[src/rtl/dtw_pkg.sv]
// Package for the date to day number and ISO week unit.
// Holds the calendar constants, the stage payload types and the month tables.
// Used by every module in rtl; depends on nothing.
package dtw_pkg;

    localparam int unsigned MAX_YEAR = 9999;
    localparam int unsigned EPOCH_YEAR = 1601;
    localparam int unsigned DAYS_PER_YEAR = 365;
    localparam int unsigned LEAPS_BEFORE_EPOCH = 388;
    localparam int unsigned CENT_RECIP = 5243;
    localparam int unsigned CENT_SHIFT = 19;
    localparam int unsigned WEEK_RECIP = 293;
    localparam int unsigned WEEK_SHIFT = 11;

    localparam logic [3:0] MONTH_JAN = 4'd1;
    localparam logic [3:0] MONTH_FEB = 4'd2;
    localparam logic [3:0] MONTH_DEC = 4'd12;

    localparam logic [2:0] WD_WEDNESDAY = 3'd3;
    localparam logic [2:0] WD_THURSDAY = 3'd4;

    localparam logic [5:0] WEEKS_SHORT = 6'd52;
    localparam logic [5:0] WEEKS_LONG = 6'd53;
    localparam logic [5:0] WEEK_FIRST = 6'd1;

    typedef struct packed {
        logic        vld;
        logic        ok;
        logic [22:0] jan1;
        logic [8:0]  ordinal;
        logic        leap;
        logic        leap_prev;
        logic        first_year;
    } yr_item_t;

    typedef struct packed {
        logic        vld;
        logic        ok;
        logic [22:0] dn;
        logic [2:0]  wd;
        logic        before_w1;
        logic [8:0]  week_num;
        logic        long_yr;
        logic        prev_long;
    } dy_item_t;

    typedef struct packed {
        logic        vld;
        logic        valid_res;
        logic [21:0] day_number;
        logic [2:0]  weekday;
        logic [5:0]  iso_week;
        logic        long_year;
    } res_t;

    function automatic logic [4:0] month_len(input logic [3:0] m);
        logic [4:0] len;
        case (m)
            4'd1, 4'd3, 4'd5, 4'd7, 4'd8, 4'd10, 4'd12: len = 5'd31;
            4'd4, 4'd6, 4'd9, 4'd11: len = 5'd30;
            4'd2: len = 5'd28;
            default: len = 5'd0;
        endcase
        return len;
    endfunction

    function automatic logic [8:0] days_before(input logic [3:0] m);
        logic [8:0] db;
        case (m)
            4'd1: db = 9'd0;
            4'd2: db = 9'd31;
            4'd3: db = 9'd59;
            4'd4: db = 9'd90;
            4'd5: db = 9'd120;
            4'd6: db = 9'd151;
            4'd7: db = 9'd181;
            4'd8: db = 9'd212;
            4'd9: db = 9'd243;
            4'd10: db = 9'd273;
            4'd11: db = 9'd304;
            4'd12: db = 9'd334;
            default: db = 9'd0;
        endcase
        return db;
    endfunction

    // 8 == 1 mod 7: fold octal digits
    function automatic logic [2:0] mod7(input logic [22:0] x);
        logic [23:0] xw;
        logic [5:0]  s;
        logic [3:0]  f1;
        logic [3:0]  f2;
        logic [2:0]  r;
        xw = {1'b0, x};
        s = 6'd0;
        for (int i = 0; i < 8; i++) begin
            s = s + 6'(xw[3*i +: 3]);
        end
        f1 = 4'(s[5:3]) + 4'(s[2:0]);
        f2 = 4'(f1[3]) + 4'(f1[2:0]);
        r = (f2 >= 4'd7) ? 3'(f2 - 4'd7) : f2[2:0];
        return r;
    endfunction

endpackage

[src/rtl/dtw_year.sv]
// Year stages of the date unit: range checks, century split, leap flags,
// January 1 day number and ordinal day. Depends on dtw_pkg.
module dtw_year (
    input  logic              aclk,
    input  logic              aresetn,
    input  logic [1:0]        en,
    input  logic              in_vld,
    input  logic [13:0]       year,
    input  logic [3:0]        month,
    input  logic [4:0]        day,
    output logic              s1_vld,
    output dtw_pkg::yr_item_t item
);

    logic        s1_vld_reg;
    logic        s1_ok_reg;
    logic [13:0] s1_year_reg;
    logic [3:0]  s1_month_reg;
    logic [4:0]  s1_day_reg;
    logic [13:0] s1_k_reg;
    logic [7:0]  s1_cent_reg;

    logic        ok_next;
    logic [13:0] k_next;
    logic [26:0] cent_prod;
    logic [7:0]  cent_next;

    dtw_pkg::yr_item_t item_reg;
    dtw_pkg::yr_item_t item_next;

    logic [6:0]  rk;
    logic [6:0]  ry;
    logic [7:0]  cy;
    logic        leap;
    logic        leap_prev;
    logic [13:0] n_yrs;
    logic [4:0]  mlen;

    function automatic logic [13:0] s_dec(input logic [13:0] y);
        return y - 14'd1;
    endfunction

    assign k_next = s_dec(year);
    assign cent_prod = 27'(k_next) * 27'(dtw_pkg::CENT_RECIP);
    assign cent_next = 8'(cent_prod >> dtw_pkg::CENT_SHIFT);
    assign ok_next = (year >= 14'(dtw_pkg::EPOCH_YEAR))
                     && (17'(year) <= 17'(dtw_pkg::MAX_YEAR))
                     && (month >= dtw_pkg::MONTH_JAN) && (month <= dtw_pkg::MONTH_DEC)
                     && (day != 5'd0);

    always_ff @(posedge aclk) begin
        if (!aresetn) begin
            s1_vld_reg <= 1'b0;
        end else if (en[0]) begin
            s1_vld_reg <= in_vld;
        end
    end

    always_ff @(posedge aclk) begin
        if (en[0]) begin
            s1_ok_reg <= ok_next;
            s1_year_reg <= year;
            s1_month_reg <= month;
            s1_day_reg <= day;
            s1_k_reg <= k_next;
            s1_cent_reg <= cent_next;
        end
    end

    always_comb begin
        rk = 7'(s1_k_reg - 14'(s1_cent_reg) * 14'd100);
        leap_prev = (s1_k_reg[1:0] == 2'd0) && ((rk != 7'd0) || (s1_cent_reg[1:0] == 2'd0));
        if (rk == 7'd99) begin
            ry = 7'd0;
            cy = s1_cent_reg + 8'd1;
        end else begin
            ry = rk + 7'd1;
            cy = s1_cent_reg;
        end
        leap = (s1_year_reg[1:0] == 2'd0) && ((ry != 7'd0) || (cy[1:0] == 2'd0));
        n_yrs = s1_year_reg - 14'(dtw_pkg::EPOCH_YEAR);
        mlen = dtw_pkg::month_len(s1_month_reg)
               + 5'((s1_month_reg == dtw_pkg::MONTH_FEB) && leap);

        item_next.vld = s1_vld_reg;
        item_next.ok = s1_ok_reg && (s1_day_reg <= mlen);
        item_next.jan1 = 23'(n_yrs) * 23'(dtw_pkg::DAYS_PER_YEAR)
                         + 23'(s1_k_reg[13:2]) - 23'(s1_cent_reg)
                         + 23'(s1_cent_reg[7:2]) - 23'(dtw_pkg::LEAPS_BEFORE_EPOCH);
        item_next.ordinal = dtw_pkg::days_before(s1_month_reg)
                            + 9'((s1_month_reg > dtw_pkg::MONTH_FEB) && leap)
                            + 9'(s1_day_reg);
        item_next.leap = leap;
        item_next.leap_prev = leap_prev;
        item_next.first_year = (s1_year_reg == 14'(dtw_pkg::EPOCH_YEAR));
    end

    always_ff @(posedge aclk) begin
        if (!aresetn) begin
            item_reg.vld <= 1'b0;
        end else if (en[1]) begin
            item_reg.vld <= item_next.vld;
        end
    end

    always_ff @(posedge aclk) begin
        if (en[1]) begin
            item_reg.ok <= item_next.ok;
            item_reg.jan1 <= item_next.jan1;
            item_reg.ordinal <= item_next.ordinal;
            item_reg.leap <= item_next.leap;
            item_reg.leap_prev <= item_next.leap_prev;
            item_reg.first_year <= item_next.first_year;
        end
    end

    assign s1_vld = s1_vld_reg;
    assign item = item_reg;

endmodule

[src/rtl/dtw_day.sv]
// Day stages of the date unit: day number, weekdays of January 1 in this and
// the previous year, long-year flags and the week estimate. Depends on dtw_pkg.
module dtw_day (
    input  logic              aclk,
    input  logic              aresetn,
    input  logic [1:0]        en,
    input  dtw_pkg::yr_item_t yr,
    output logic              s3_vld,
    output dtw_pkg::dy_item_t item
);

    logic        s3_vld_reg;
    logic        s3_ok_reg;
    logic [22:0] s3_dn_reg;
    logic [2:0]  s3_j7_reg;
    logic [8:0]  s3_ordinal_reg;
    logic        s3_leap_reg;
    logic        s3_leap_prev_reg;
    logic        s3_first_reg;

    logic [22:0] dn_next;
    logic [2:0]  j7_next;

    dtw_pkg::dy_item_t item_reg;
    dtw_pkg::dy_item_t item_next;

    logic [2:0]  wd;
    logic [2:0]  wd1;
    logic [3:0]  pj_sum;
    logic [2:0]  pj;
    logic [2:0]  wdp;
    logic [9:0]  ord_sum;

    assign dn_next = yr.jan1 + 23'(yr.ordinal) - 23'd1;
    assign j7_next = dtw_pkg::mod7(yr.jan1);

    always_ff @(posedge aclk) begin
        if (!aresetn) begin
            s3_vld_reg <= 1'b0;
        end else if (en[0]) begin
            s3_vld_reg <= yr.vld;
        end
    end

    always_ff @(posedge aclk) begin
        if (en[0]) begin
            s3_ok_reg <= yr.ok;
            s3_dn_reg <= dn_next;
            s3_j7_reg <= j7_next;
            s3_ordinal_reg <= yr.ordinal;
            s3_leap_reg <= yr.leap;
            s3_leap_prev_reg <= yr.leap_prev;
            s3_first_reg <= yr.first_year;
        end
    end

    always_comb begin
        wd = dtw_pkg::mod7(s3_dn_reg) + 3'd1;
        wd1 = s3_j7_reg + 3'd1;
        pj_sum = 4'(s3_j7_reg) + 4'd6 - 4'(s3_leap_prev_reg);
        pj = (pj_sum >= 4'd7) ? 3'(pj_sum - 4'd7) : pj_sum[2:0];
        wdp = pj + 3'd1;
        ord_sum = 10'(s3_ordinal_reg) + 10'd10;

        item_next.vld = s3_vld_reg;
        item_next.ok = s3_ok_reg;
        item_next.dn = s3_dn_reg;
        item_next.wd = wd;
        item_next.before_w1 = ord_sum < (10'(wd) + 10'd7);
        item_next.week_num = 9'(ord_sum - 10'(wd));
        item_next.long_yr = (wd1 == dtw_pkg::WD_THURSDAY)
                            || (s3_leap_reg && (wd1 == dtw_pkg::WD_WEDNESDAY));
        item_next.prev_long = !s3_first_reg
                              && ((wdp == dtw_pkg::WD_THURSDAY)
                                  || (s3_leap_prev_reg && (wdp == dtw_pkg::WD_WEDNESDAY)));
    end

    always_ff @(posedge aclk) begin
        if (!aresetn) begin
            item_reg.vld <= 1'b0;
        end else if (en[1]) begin
            item_reg.vld <= item_next.vld;
        end
    end

    always_ff @(posedge aclk) begin
        if (en[1]) begin
            item_reg.ok <= item_next.ok;
            item_reg.dn <= item_next.dn;
            item_reg.wd <= item_next.wd;
            item_reg.before_w1 <= item_next.before_w1;
            item_reg.week_num <= item_next.week_num;
            item_reg.long_yr <= item_next.long_yr;
            item_reg.prev_long <= item_next.prev_long;
        end
    end

    assign s3_vld = s3_vld_reg;
    assign item = item_reg;

endmodule

[src/rtl/dtw_week.sv]
// Output stage of the date unit: week number by reciprocal divide, year-edge
// correction and zeroing of invalid dates. Depends on dtw_pkg.
module dtw_week (
    input  logic              aclk,
    input  logic              aresetn,
    input  logic              en,
    input  dtw_pkg::dy_item_t dy,
    output dtw_pkg::res_t     res
);

    dtw_pkg::res_t res_reg;
    dtw_pkg::res_t res_next;

    logic [19:0] q_prod;
    logic [5:0]  q;
    logic [5:0]  nweeks;
    logic [5:0]  week;

    always_comb begin
        q_prod = 20'(dy.week_num) * 20'(dtw_pkg::WEEK_RECIP);
        q = 6'(q_prod >> dtw_pkg::WEEK_SHIFT);
        nweeks = dy.long_yr ? dtw_pkg::WEEKS_LONG : dtw_pkg::WEEKS_SHORT;
        if (dy.before_w1) begin
            week = dy.prev_long ? dtw_pkg::WEEKS_LONG : dtw_pkg::WEEKS_SHORT;
        end else if (q > nweeks) begin
            week = dtw_pkg::WEEK_FIRST;
        end else begin
            week = q;
        end

        res_next.vld = dy.vld;
        res_next.valid_res = dy.ok;
        res_next.day_number = dy.ok ? dy.dn[21:0] : 22'd0;
        res_next.weekday = dy.ok ? dy.wd : 3'd0;
        res_next.iso_week = dy.ok ? week : 6'd0;
        res_next.long_year = dy.ok && dy.long_yr;
    end

    always_ff @(posedge aclk) begin
        if (!aresetn) begin
            res_reg.vld <= 1'b0;
        end else if (en) begin
            res_reg.vld <= res_next.vld;
        end
    end

    always_ff @(posedge aclk) begin
        if (en) begin
            res_reg.valid_res <= res_next.valid_res;
            res_reg.day_number <= res_next.day_number;
            res_reg.weekday <= res_next.weekday;
            res_reg.iso_week <= res_next.iso_week;
            res_reg.long_year <= res_next.long_year;
        end
    end

    assign res = res_reg;

endmodule

[src/rtl/date_to_day_number_and_iso_week_unit.sv]
// Date to day number and ISO week unit, top level.
// Throughput: one request per cycle while m_tready does not stall the output.
// Five register stages, each advancing when empty or when the next one advances.
// Reset (aresetn low, synchronous) clears all stage valid bits; payload is not reset.
// Depends on dtw_pkg, dtw_year, dtw_day and dtw_week.
module date_to_day_number_and_iso_week_unit (
    input  logic        aclk,
    input  logic        aresetn,
    input  logic        s_tvalid,
    output logic        s_tready,
    // year[13:0], month[17:14], day[22:18], zero[23]
    input  logic [23:0] s_tdata,
    output logic        m_tvalid,
    input  logic        m_tready,
    // valid_res[0], day_number[22:1], weekday[25:23], iso_week[31:26],
    // long_year[32], zero[39:33]
    output logic [39:0] m_tdata
);

    logic [5:1] en;
    logic       s1_vld;
    logic       s3_vld;

    dtw_pkg::yr_item_t yr;
    dtw_pkg::dy_item_t dy;
    dtw_pkg::res_t     res;

    assign en[5] = !res.vld || m_tready;
    assign en[4] = !dy.vld || en[5];
    assign en[3] = !s3_vld || en[4];
    assign en[2] = !yr.vld || en[3];
    assign en[1] = !s1_vld || en[2];

    dtw_year u_year (
        .aclk    (aclk),
        .aresetn (aresetn),
        .en      (en[2:1]),
        .in_vld  (s_tvalid),
        .year    (s_tdata[13:0]),
        .month   (s_tdata[17:14]),
        .day     (s_tdata[22:18]),
        .s1_vld  (s1_vld),
        .item    (yr)
    );

    dtw_day u_day (
        .aclk    (aclk),
        .aresetn (aresetn),
        .en      (en[4:3]),
        .yr      (yr),
        .s3_vld  (s3_vld),
        .item    (dy)
    );

    dtw_week u_week (
        .aclk    (aclk),
        .aresetn (aresetn),
        .en      (en[5]),
        .dy      (dy),
        .res     (res)
    );

    assign s_tready = en[1];
    assign m_tvalid = res.vld;
    assign m_tdata = {7'd0, res.long_year, res.iso_week, res.weekday,
                      res.day_number, res.valid_res};

    a_full_on_stall: assert property (@(posedge aclk) disable iff (!aresetn)
        !s_tready |-> (m_tvalid && !m_tready))
        else $error("input stalled while pipeline has room");

    a_invalid_zero: assert property (@(posedge aclk) disable iff (!aresetn)
        (m_tvalid && !m_tdata[0]) |-> (m_tdata[39:1] == 39'd0))
        else $error("invalid date result carries nonzero fields");

    a_valid_ranges: assert property (@(posedge aclk) disable iff (!aresetn)
        (m_tvalid && m_tdata[0]) |-> ((m_tdata[25:23] != 3'd0)
                                      && (m_tdata[31:26] != 6'd0)
                                      && (m_tdata[31:26] <= 6'd53)))
        else $error("valid date result has weekday or week out of range");

endmodule
[config.mk]
export PLATFORM = sky130hd
export DESIGN_NAME = date_to_day_number_and_iso_week_unit
export DESIGN_NICKNAME = d
export VERILOG_FILES = /design/src/rtl/dtw_pkg.sv /design/src/rtl/dtw_year.sv /design/src/rtl/dtw_day.sv /design/src/rtl/dtw_week.sv /design/src/rtl/date_to_day_number_and_iso_week_unit.sv
export SDC_FILE = /design/constraint.sdc
export NUM_CORES = 1
export LEC_CHECK = 0
export ABC_AREA = 1
export BUFFER_PORTS_ARGS = -buffer_cell sky130_fd_sc_hd__buf_2
export CORE_ASPECT_RATIO = 1.1
export CORE_MARGIN = 1
export CORE_UTILIZATION = 25
export DETAILED_ROUTE_END_ITERATION = 7
export PLACE_DENSITY = 0.5
export RECOVER_POWER = 25
export REMOVE_ABC_BUFFERS = 1
export SLEW_MARGIN = 0
export SYNTH_ARGS = -nofsm -noshare
export SYNTH_HDL_FRONTEND = slang
export SYNTH_SLANG_ARGS = --single-unit
[constraint.sdc]
create_clock -name aclk -period 9.5 [get_ports aclk]
set_input_delay 1.425 -clock aclk [delete_from_list [all_inputs] [get_ports aclk]]
set_output_delay 1.425 -clock aclk [all_outputs]
set_load 0.02 [all_outputs]
* Word-level counts from Yosys, hierarchy flattened
Memory sizes are Yosys's and may differ from the RTL's. A register that Yosys moved wholly into a read port is not among the register bits.
Index checks and enable logic that the tools add are counted.
** Operators by class
- Shift-type cells :: 0
- Order comparisons :: 11
- Reductions and logical operators :: 35
- Div/mod/pow operators :: 0
- Muxes and demuxes :: 11
- Bitwise gates (word level) :: 0
- $add $sub $neg :: 43
- Equal/unequal tests :: 7
- $mul :: 4
** Operators by type and width (number)
- adder 6 x 3 -> 6 bit :: 9
- multiplier 14 x 13 -> 27 bit, second input constant :: 1
- adder 23 x 12 -> 23 bit :: 1
- adder 23 x 6 -> 23 bit :: 1
- adder 23 x 9 -> 23 bit :: 1
- multiplier 14 x 9 -> 23 bit, second input constant :: 1
- subtractor 23 x 1 -> 23 bit, second input constant :: 1
- subtractor 23 x 8 -> 23 bit :: 1
- subtractor 23 x 9 -> 23 bit, second input constant :: 1
- multiplier 9 x 9 -> 17 bit, second input constant :: 1
- adder 3 x 3 -> 4 bit :: 4
- == test 14 x 11 -> 1 bit, second input constant :: 1
- greater-or-equal comparator 14 x 11 -> 1 bit, second input constant :: 1
- less-or-equal comparator 14 bit, second input constant :: 1
- nonzero test 7 bit :: 2
- subtractor 14 x 1 -> 14 bit, second input constant :: 1
- subtractor 14 x 11 -> 14 bit, second input constant :: 1
- logical AND 1 bit :: 13
- adder 6 x 2 -> 6 bit :: 2
- greater-or-equal comparator 4 x 3 -> 1 bit, second input constant :: 3
- two-way mux 6 bit :: 2
- adder 9 x 4 -> 10 bit, second input constant :: 1
- < comparator 10 x 4 -> 1 bit :: 1
- adder 3 x 1 -> 3 bit, second input constant :: 3
- other kinds (31) :: 57
** Storage, ports and cells
- Output and inout bits :: 42
- Bits in read-only memories :: 224
- Bits in latches :: 0
- Memories :: 2
- Register bits after elaboration :: 197
- Bits in writable memories :: 0
** Memories
- (name not given) :: words 16, width 9, read ports 1, clocked after memory_dff 1, wr ports 0, line dtw_pkg.sv:69 : case (m)
- (name not given) :: words 16, width 5, read ports 1, clocked after memory_dff 1, wr ports 0, line dtw_pkg.sv:58 : case (m)

* Longest topological paths before layout
Gate-level depths: netlist of run 1.
- Depth in word-level cells :: 14
- Gate-level depth with buffers :: 36
- Gate-level depth less buffers :: 36

* Hierarchy
From an unflattened synthesis of run 1, not the netlist that was laid out.
** Unflattened totals
- Cells, all modules :: 2463
- Area, all modules :: 21657.0 sq um
** By module, submodules not included
- dtw_year :: area an instance 13067.5 sq um, times used 1, seq. area each 2742.6 sq um, cells each 1577
- dtw_day :: area an instance 5998.3 sq um, times used 1, seq. area each 2382.3 sq um, cells each 608
- dtw_week :: area an instance 2487.4 sq um, times used 1, seq. area each 1011.0 sq um, cells each 260
- date_to_day_number_and_iso_week_unit :: area an instance 103.8 sq um, times used 1, seq. area each 0.0 sq um, cells each 18

* Worst setup path before layout of run 1
Ideal clock, no wire load.
- Kind :: reg-to-reg
- From :: reg u_day.s3_dn_reg[1]
- To :: reg u_day.item_reg (netlist bit u_day.item[10]), data pin
- Path buffers :: 0
- Data arrival time :: 6904 ps
- Path slack :: 2334 ps
- Stages on the path, launching flop included :: 33
- Setup time :: 262 ps
- Cells stage by stage :: edfxtp_1 > inv_1 > fa_1 > inv_1 > ha_1 > fa_1 > inv_1 > fa_1 > inv_1 > fa_1 > fa_1 > ha_1 > a21oi_1 > nand2_1 > a21o_1 > a21oi_1 > xnor2_1 > ha_1 > a21oi_1 > nand2_1 > ha_1 > ha_1 > ha_1 > nand2_1 > nand2_1 > o21ai_0 > inv_1 > nand2_1 > nand2_1 > fa_1 > a211oi_1 > nand4_1 > xnor2_1
** RTL lines
- from (decl) :: line dtw_day.sv:14 : logic [22:0] s3_dn_reg;
- from (signal assigned) :: line dtw_day.sv:48 : s3_dn_reg <= dn_next;
- to (decl) :: line dtw_day.sv:24 : dtw_pkg::dy_item_t item_reg;

==> results.sh, run 1 <==
export IMPL_status="finished with violations"
export IMPL_violations="max-capacitance violations"
export IMPL_finalHoldViolCount=0
export IMPL_reg2reg_from="u_day.s3_dn_reg[1]"
export IMPL_synth_seq_cells=209
export IMPL_htree_num_levels=1
export IMPL_instances_no_fill=3260
export IMPL_firstDrtPassIters=5
export IMPL_worstHoldStart="u_year.item[2]"
export IMPL_post_cts_buffers=0
export IMPL_whs_ps=425.6
export IMPL_ys_warnings_count=0
export IMPL_finalSetupViolations=0
export IMPL_core_area_sq_mm=0.08033
export IMPL_utilization_pct=28.20
export IMPL_vias=13249
export IMPL_reg2reg_slack_ps=1750
export IMPL_diodes=0
export IMPL_yosys_top_cells_count="inv_1 (526), ha_1 (332), nand2_1 (279)"
export IMPL_fmax_mhz=129.0
export IMPL_grt_start_max_net_pins=56
export IMPL_numCtsBuffers=25
export IMPL_area_delta_synth_final_pct=11.81
export IMPL_synth_cells=2103
export IMPL_rsz0062_at_grt="no"
export IMPL_clk_latency_ps=530
export IMPL_yosysMostFrequentCell="inv_1"
export IMPL_placed_cells=3215
export IMPL_grt_pass1_wl_um=69550
export IMPL_critPathSlowestCell="fa_1"
export IMPL_antenna_found_initial=1
export IMPL_synth_edff_count=192
export IMPL_avgRoutedWirePerCell_um=12.67
export IMPL_die_w_um=273.4
export IMPL_dieArea_sq_mm=0.08219
export IMPL_largest_register_ffs=39
export IMPL_hold_path_end="u_day.s3_leap_reg"
export IMPL_worst_pin_slew_ps=1491
export IMPL_timing_final_crit_share_pct=81.61
export IMPL_cp_required_ps=9760
export IMPL_fin_setup_tns_ps=0
export IMPL_initial_utilization_pct=25.22
export IMPL_syn_mean_instance_area_sq_um=9.634
export IMPL_place_congestion=0.8035
export IMPL_clk_pin_slew_ps=60
export IMPL_cts_buffer_depth=3
export IMPL_final_antenna_net_count=0
export IMPL_gr_total_overflow=0
export IMPL_cpPeakStageDelay_ps=530
export IMPL_grtUsageTotal_pct=10.42
export IMPL_cts_sinks=209
export IMPL_synth_top_area_share_pct=28.46
export IMPL_hpwl_um=35980
export IMPL_max_slew_margin_pct=0.3277
export IMPL_path_class="flip-flop to flip-flop"
export IMPL_drive_gt1_share_pct=4.306
export IMPL_ys_async_sr_fraction_pct=0
export IMPL_critPathMaxFanout=4
export IMPL_cts_root_buf="clkbuf_16"
export IMPL_maxCapViolations=1
export IMPL_worstReg2RegEnd="u_day.item[10]"
export IMPL_cts_hold_buf=0
export IMPL_ios=70
export IMPL_ctsResizeCount=0
export IMPL_setup_worst_path_start="u_day.s3_dn_reg[1]"
export IMPL_routed_wl_um=41300
export IMPL_synth_area_top_cells="edfxtp_1 (28%), ha_1 (21%), fa_1 (18%)"
export IMPL_via_per_inst=4.064
export IMPL_ys_types=47
export IMPL_num_rows=109
export IMPL_grt_pass1_vias=13867
export IMPL_drtIter0Drc=550
export IMPL_reg2regPathDepth=32
export IMPL_fin_worst_skew_ps=20.27
export IMPL_cts_tree="yes"
export IMPL_period_needed_ps=7753
export IMPL_holdPathStages=0
export IMPL_die_h_um=300.6
export IMPL_finalNetCount=2726
export IMPL_drc=0
export IMPL_ys_flop_type="edfxtp_1"
export IMPL_hold_path_class="flip-flop to flip-flop"
export IMPL_seq_area_frac_synth_pct=30.14
export IMPL_synth_area_leader_cell="edfxtp_1"
export IMPL_syn_cell_area_sq_mm=0.02026
export IMPL_slew_violations=0
export IMPL_cp_start_kind="flip-flop"
export IMPL_port_buffers=61
export IMPL_arrival_ps=8010
export IMPL_endpoint_kind="flip-flop"
==> stage by stage <==
step	area (sq um)	setup slack (ps)
after floorplan	20210	2334
after global placement	21850	1743
after detailed placement	21850	1687
after CTS	22680	1671
after global routing	22650	1164
final	22650	1747
==> metal layers <==
metal,wire [um],up-vias,GRT usage (%),share of wire [%]
met4,626,2,2.009,1.5
met3,948,46,1.156,2.3
met5,12,-,0,0.029
li1,-,6897,-,-
met2,21430,113,19.89,52
met1,18280,6191,12.45,44
==> area by class of cell <==
class / count / area [sq um]
Clock buffer: 28 / 636.9
Clock inverter: 17 / 193.9
Fill cell: 8496 / 57670
Inverter: 529 / 1988
Multi-Input combinational cell: 1360 / 12120
Sequential cell: 209 / 6106
Tap cell: 1054 / 1319
Timing Repair Buffer: 63 / 292.8
==> worst max-delay path by stage <==
stage / to / slack [ps] / depth (start not counted)
floorplan: u_day.item[10] / 2330 / 32
global placement: u_year.s1_cent_reg[2] / 1740 / 27
detailed placement: u_year.s1_cent_reg[7] / 1690 / 28
CTS: u_day.item[10] / 1670 / 32
global route: u_day.item[10] / 1160 / 32
finish: u_day.item[10] / 1750 / 32
==> cells by family after synthesis <==
family / after synthesis / synth area share [%]
XOR/XNOR: 110 / 4.755
other: 1 / 0.01851
flip-flops: 209 / 30.14
AND/OR/NAND/NOR: 510 / 10.65
multiplexers: 1 / 0.05558
buffers and inverters: 540 / 10.15
adder cells (fa/ha/maj): 510 / 38.09
AO/OA/AOI/OAI: 222 / 6.138
==> critical path, delay by kind of cell, from the launching register on <==
| family | cells | cell delay (ps) |
|---|---|---|
| adders and majority gates | 12 | 4470 |
| AOI/OAI and AO/OA | 6 | 1340 |
| and+or+nand+nor | 7 | 680 |
| DFF | 1 | 350 |
| buffers and inverters | 5 | 320 |
| xor gates and xnor gates | 2 | 300 |
==> cells in the final DEF (no fill, tap or decap), types with 4 or more instances in the layout <==
master	n
a21oi_1	101
edfxtp_1	192
a21o_1	10
nand4_1	19
nor2_1	103
o21a_1	5
inv_1	526
clkbuf_1	25
a211oi_1	6
nand2_1	280
nand3_1	66
nand3b_1	8
a31oi_1	6
xor2_1	71
buf_2	39
fa_1	178
nor4_1	10
clkinv_2	6
o21ai_0	67
bufinv_16	4
ha_1	332
dfxtp_1	17
o31ai_1	4
clkbuf_16	25
o21bai_1	5
nor3_1	12
conb_1	7
xnor2_1	39
Power of run 1 is not shown: default switching activity piles up to over one toggle a cycle in this logic, so the estimate is an artifact.
==> run 2: changes to the inputs <==
--- a/config.mk
+++ b/config.mk
@@ -11,7 +11,7 @@
 export CORE_MARGIN = 1
 export CORE_UTILIZATION = 25
 export DETAILED_ROUTE_END_ITERATION = 7
-export PLACE_DENSITY = 0.5
+export PLACE_DENSITY = 0.51
 export RECOVER_POWER = 25
 export REMOVE_ABC_BUFFERS = 1
 export SLEW_MARGIN = 0
==> constraint.sdc (replaced) <==
create_clock -name aclk -period 6.7 [get_ports aclk]
set_input_delay 1.005 -clock aclk [delete_from_list [all_inputs] [get_ports aclk]]
set_output_delay 1.005 -clock aclk [all_outputs]
set_load 0.02 [all_outputs]
==> results.sh, run 2 (same netlist as run 1, synthesis figures left out) <==
export IMPL_cts_buffer_depth=3
export IMPL_hpwl_um=36670
export IMPL_wl_met1_um=18810
export IMPL_clk_latency_ps=550
export IMPL_ios=70
export IMPL_area_delta_synth_final_pct=17.14
export IMPL_cts_sinks=209
export IMPL_drtIter0Drc=527
export IMPL_final_cell_mix="inv_1 (520), ha_1 (322), nand2_1 (273)"
export IMPL_cp_required_ps=6980
export IMPL_worst_pin_slew_ps=1517
export IMPL_violations="max-capacitance violations, max-slew violations, negative setup slack"
export IMPL_endpoint_kind="flip-flop"
export IMPL_maxCapViolations=1
export IMPL_place_congestion=0.8505
export IMPL_clk_pin_slew_ps=60
export IMPL_gr_total_overflow=0
export IMPL_max_slew_margin_pct=-1.406
export IMPL_fin_worst_skew_ps=11.90
export IMPL_initial_utilization_pct=25.22
export IMPL_largest_register_ffs=39
export IMPL_period_needed_ps=6873
export IMPL_layout_commonest_cell="inv_1"
export IMPL_via_per_inst=4.056
export IMPL_grtUsageTotal_pct=10.60
export IMPL_fin_ws_ps=-172.9
export IMPL_critPathMaxFanout=4
export IMPL_firstDrtPassIters=4
export IMPL_vias=13623
export IMPL_finalHoldViolCount=0
export IMPL_dp_worst_setup_slack_ps=-817.3
export IMPL_dieArea_sq_mm=0.08219
export IMPL_status="finished with violations"
export IMPL_drive_gt1_share_pct=10.20
export IMPL_fillers=8504
export IMPL_slew_violations=36
export IMPL_routed_wl_um=42270
export IMPL_cpPeakStageDelay_ps=540
export IMPL_grt_start_max_net_pins=56
export IMPL_drc=0
export IMPL_core_area_sq_mm=0.08033
export IMPL_die_h_um=300.6
export IMPL_hold_path_class="flip-flop to flip-flop"
export IMPL_final_antenna_net_count=0
export IMPL_rsz0062_at_grt="yes"
export IMPL_port_buffers=61
export IMPL_cts_tree="yes"
export IMPL_timing_final_crit_share_pct=102.6
export IMPL_avgRoutedWirePerCell_um=12.58
export IMPL_critPathSlowestCell="fa_1"
export IMPL_cts_root_buf="clkbuf_16"
export IMPL_path_class="flip-flop to flip-flop"
export IMPL_num_rows=109
export IMPL_top_layer_used="met4"
export IMPL_htree_num_levels=1
export IMPL_numCtsBuffers=27
export IMPL_finalSetupViolations=7
export IMPL_finalNetCount=2822
export IMPL_grt_pass1_vias=14246
export IMPL_dr_wl_met3_um=856
export IMPL_fmax_mhz=145.5
export IMPL_route_met2_wl_um=21800
export IMPL_antenna_found_initial=0
export IMPL_grt_pass1_wl_um=70650
export IMPL_cp_start_kind="flip-flop"
export IMPL_reg2regPathDepth=33
export IMPL_holdPathStages=0
export IMPL_die_w_um=273.4
export IMPL_diodes=0
export IMPL_arrival_ps=7160
## run 2: changes by cell type in the layout (fill, tap and decap cells not counted), moves of 5 or more
| cell | delta |
|---|---|
| inv_2 | +6 |
| ha_1 | -10 |
| nand3_1 | -5 |
| ha_4 | +7 |
| nand2_1 | -7 |
| buf_4 | +83 |
| inv_1 | -6 |
## run 2: timing repair
item / in CTS / in global routing
setup endpoints to repair: 9 / 9
buffers inserted: 6 / 3
pin swaps: 22 / 12
hold buffers: 0 / 0
gates resized for setup: 43 / 21
## run 2: worst max-delay path: cells and delay by family (launching register included)
family	cells	cell delay [ps]
adder cells (fa/ha/maj)	12	3980
AO/OA/AOI/OAI	5	860
AND/OR/NAND/NOR	7	570
XOR/XNOR	3	460
buffers and inverters	6	380
flip-flops	1	350
## run 2: path summary, 6_finish.rpt
check                      from                 end  slack [ps]
max          u_day.s3_dn_reg[1]      u_day.item[10]        -170
min              u_year.item[0]  u_day.s3_first_reg         410
max reg2reg  u_day.s3_dn_reg[1]      u_day.item[10]        -170
min reg2reg      u_year.item[0]  u_day.s3_first_reg         410
## run 2: per-layer routing
layer | up-vias | track usage (%)
met5 | - | 0
met4 | 0 | 2.022
met3 | 47 | 1.085
met2 | 121 | 19.93
met1 | 6343 | 12.97
li1 | 7112 | -
## run 2: through the flow
stage	instances	util, %	TNS [ps]	hold slack (ps)	area [sq um]
CTS	3358	29.48	-1018	411.0	23680
global placement	3302	28.02	-4366	406.0	22510
finish	3359	29.54	-710.6	414.6	23730
detailed placement	3302	28.02	-5260	405.6	22510
global route	3359	29.54	-3015	412.0	23730
floorplan	2098	-	-2129	400.3	20210
## run 2: cell type report
type	instances	area [sq um]	share of cell area (%)
tap	1054	1319	5.557
clock inverter	17	178.9	0.7539
multi-input combinational	1360	12400	52.26
timing repair buffer	157	998.5	4.207
inverter	529	1988	8.377
sequential	209	6106	25.73
clock buffer	33	740.7	3.121
Power of run 2 is left out for the same reason.
==> run 3: changes to the inputs <==
--- a/config.mk
+++ b/config.mk
@@ -6,12 +6,12 @@
 export NUM_CORES = 1
 export LEC_CHECK = 0
 export ABC_AREA = 1
-export BUFFER_PORTS_ARGS = -buffer_cell sky130_fd_sc_hd__buf_2
+export BUFFER_PORTS_ARGS = -buffer_cell sky130_fd_sc_hd__clkbuf_2
 export CORE_ASPECT_RATIO = 1.1
 export CORE_MARGIN = 1
-export CORE_UTILIZATION = 25
+export CORE_UTILIZATION = 40
 export DETAILED_ROUTE_END_ITERATION = 7
-export PLACE_DENSITY = 0.51
+export PLACE_DENSITY = 0.69
 export RECOVER_POWER = 25
 export REMOVE_ABC_BUFFERS = 1
 export SLEW_MARGIN = 0
==> results.sh, run 3 (same netlist as run 1, synthesis figures left out) <==
export IMPL_status="finished with violations"
export IMPL_violations="negative setup slack"
export IMPL_maxCapViolations=0
export IMPL_drive_gt1_share_pct=9.365
export IMPL_diodes=0
export IMPL_routed_wl_um=40560
export IMPL_via_per_inst=4.780
export IMPL_vias=14077
export IMPL_numCtsBuffers=25
export IMPL_grt_pass1_vias=14848
export IMPL_fin_ws_ps=-295.2
export IMPL_final_cell_mix="inv_1 (521), ha_1 (323), nand2_1 (272)"
export IMPL_dieArea_sq_mm=0.05156
export IMPL_area_delta_synth_final_pct=13.72
export IMPL_fillers=4634
export IMPL_cts_sinks=209
export IMPL_grt_pass1_wl_um=68280
export IMPL_port_buffers=61
export IMPL_cts_buffer_depth=3
export IMPL_core_area_sq_mm=0.05004
export IMPL_register_area_sq_mm=0.006106
export IMPL_gr_total_overflow=0
export IMPL_path_class="flip-flop to flip-flop"
export IMPL_multi_input_area_sq_mm=0.01238
export IMPL_cts_hold_buf=0
export IMPL_avgRoutedWirePerCell_um=13.77
export IMPL_die_w_um=216.6
export IMPL_die_h_um=238.0
export IMPL_htree_num_levels=1
export IMPL_cp_required_ps=6990
export IMPL_crit_buf_inv=6
export IMPL_num_rows=86
export IMPL_drtIter0Drc=618
export IMPL_finalHoldViolCount=0
export IMPL_critPathMaxFanout=4
export IMPL_grtUsageTotal_pct=16.16
export IMPL_max_slew_margin_pct=4.114
export IMPL_layout_commonest_cell="inv_1"
export IMPL_place_congestion=0.9163
export IMPL_worst_pin_slew_ps=1435
export IMPL_initial_utilization_pct=40.49
export IMPL_cts_tree="yes"
export IMPL_largest_register_ffs=39
export IMPL_cts_root_buf="clkbuf_16"
export IMPL_ios=70
export IMPL_finalSetupViolations=8
export IMPL_final_antenna_net_count=0
export IMPL_cpPeakStageDelay_ps=550
export IMPL_grt_start_max_net_pins=56
export IMPL_rsz0062_at_grt="yes"
export IMPL_fmax_mhz=143.0
export IMPL_hold_path_class="flip-flop to flip-flop"
export IMPL_clk_pin_slew_ps=60
export IMPL_endpoint_kind="flip-flop"
export IMPL_drc=0
export IMPL_period_needed_ps=6995
export IMPL_cp_start_kind="flip-flop"
export IMPL_finalNetCount=2805
export IMPL_hpwl_um=34780
export IMPL_critPathTopFamily="adder cells"
export IMPL_arrival_ps=7290
export IMPL_antenna_found_initial=0
export IMPL_timing_final_crit_share_pct=104.4
export IMPL_clk_latency_ps=550
export IMPL_fin_worst_skew_ps=23.83
export IMPL_whs_ps=398.5
export IMPL_critPathSlowestCell="fa_1"
export IMPL_firstDrtPassIters=5
export IMPL_slew_violations=0
## run 3: path summary, 6_finish.rpt
check                           from              to  slack [ps]  cells after the start
setup / recovery  u_day.s3_dn_reg[1]   u_day.item[8]        -300                     33
hold / removal       u_day.s3_ok_reg  u_day.item[38]         400                      0
setup reg to reg  u_day.s3_dn_reg[1]   u_day.item[8]        -300                     33
hold reg to reg      u_day.s3_ok_reg  u_day.item[38]         400                      0
## run 3: per-stage QoR
| stage | TNS (ps) | instances | utilization (%) | worst slack, ps | area (sq um) |
|---|---|---|---|---|---|
| 4_1_cts | -1072 | 2943 | 46.02 | -231.4 | 23030 |
| 5_1_grt | -4302 | 2945 | 46.05 | -621.3 | 23040 |
| 3_5_place_dp | -6465 | 2894 | 43.79 | -930.8 | 21910 |
| 2_1_floorplan | -2129 | 2098 | - | -466.1 | 20210 |
| 3_3_place_gp | -3751 | 2894 | 43.79 | -613.8 | 21910 |
| 6_report | -1572 | 2945 | 46.05 | -295.2 | 23040 |
## run 3: repair_timing
| action | CTS | global route |
|---|---|---|
| resized for setup | 53 | 6 |
| endpoints found under the setup margin | 9 | 9 |
| cloned | 0 | 0 |
| pin swaps | 23 | 3 |
| setup buffers | 4 | 2 |
| endpoints found under the hold margin | 0 | 0 |
## run 3: layout make-up
| type | instances | share of cell area, % |
|---|---|---|
| Inverter | 529 | 8.629 |
| Timing Repair Buffer | 142 | 3.839 |
| Clock inverter | 18 | 0.9449 |
| Multi-Input combinational cell | 1360 | 53.75 |
| Sequential cell | 209 | 26.50 |
| Tap cell | 660 | 3.584 |
| Clock buffer | 27 | 2.748 |
## run 3: metal layers
layer,global-route usage (%),vias up,wire length [um]
met1,18.06,6692,16800
met4,4.972,0,1175
li1,-,7055,-
met5,0,-,0
met3,1.746,91,1024
met2,31.62,239,21560
Power of run 3 is left out for the same reason.
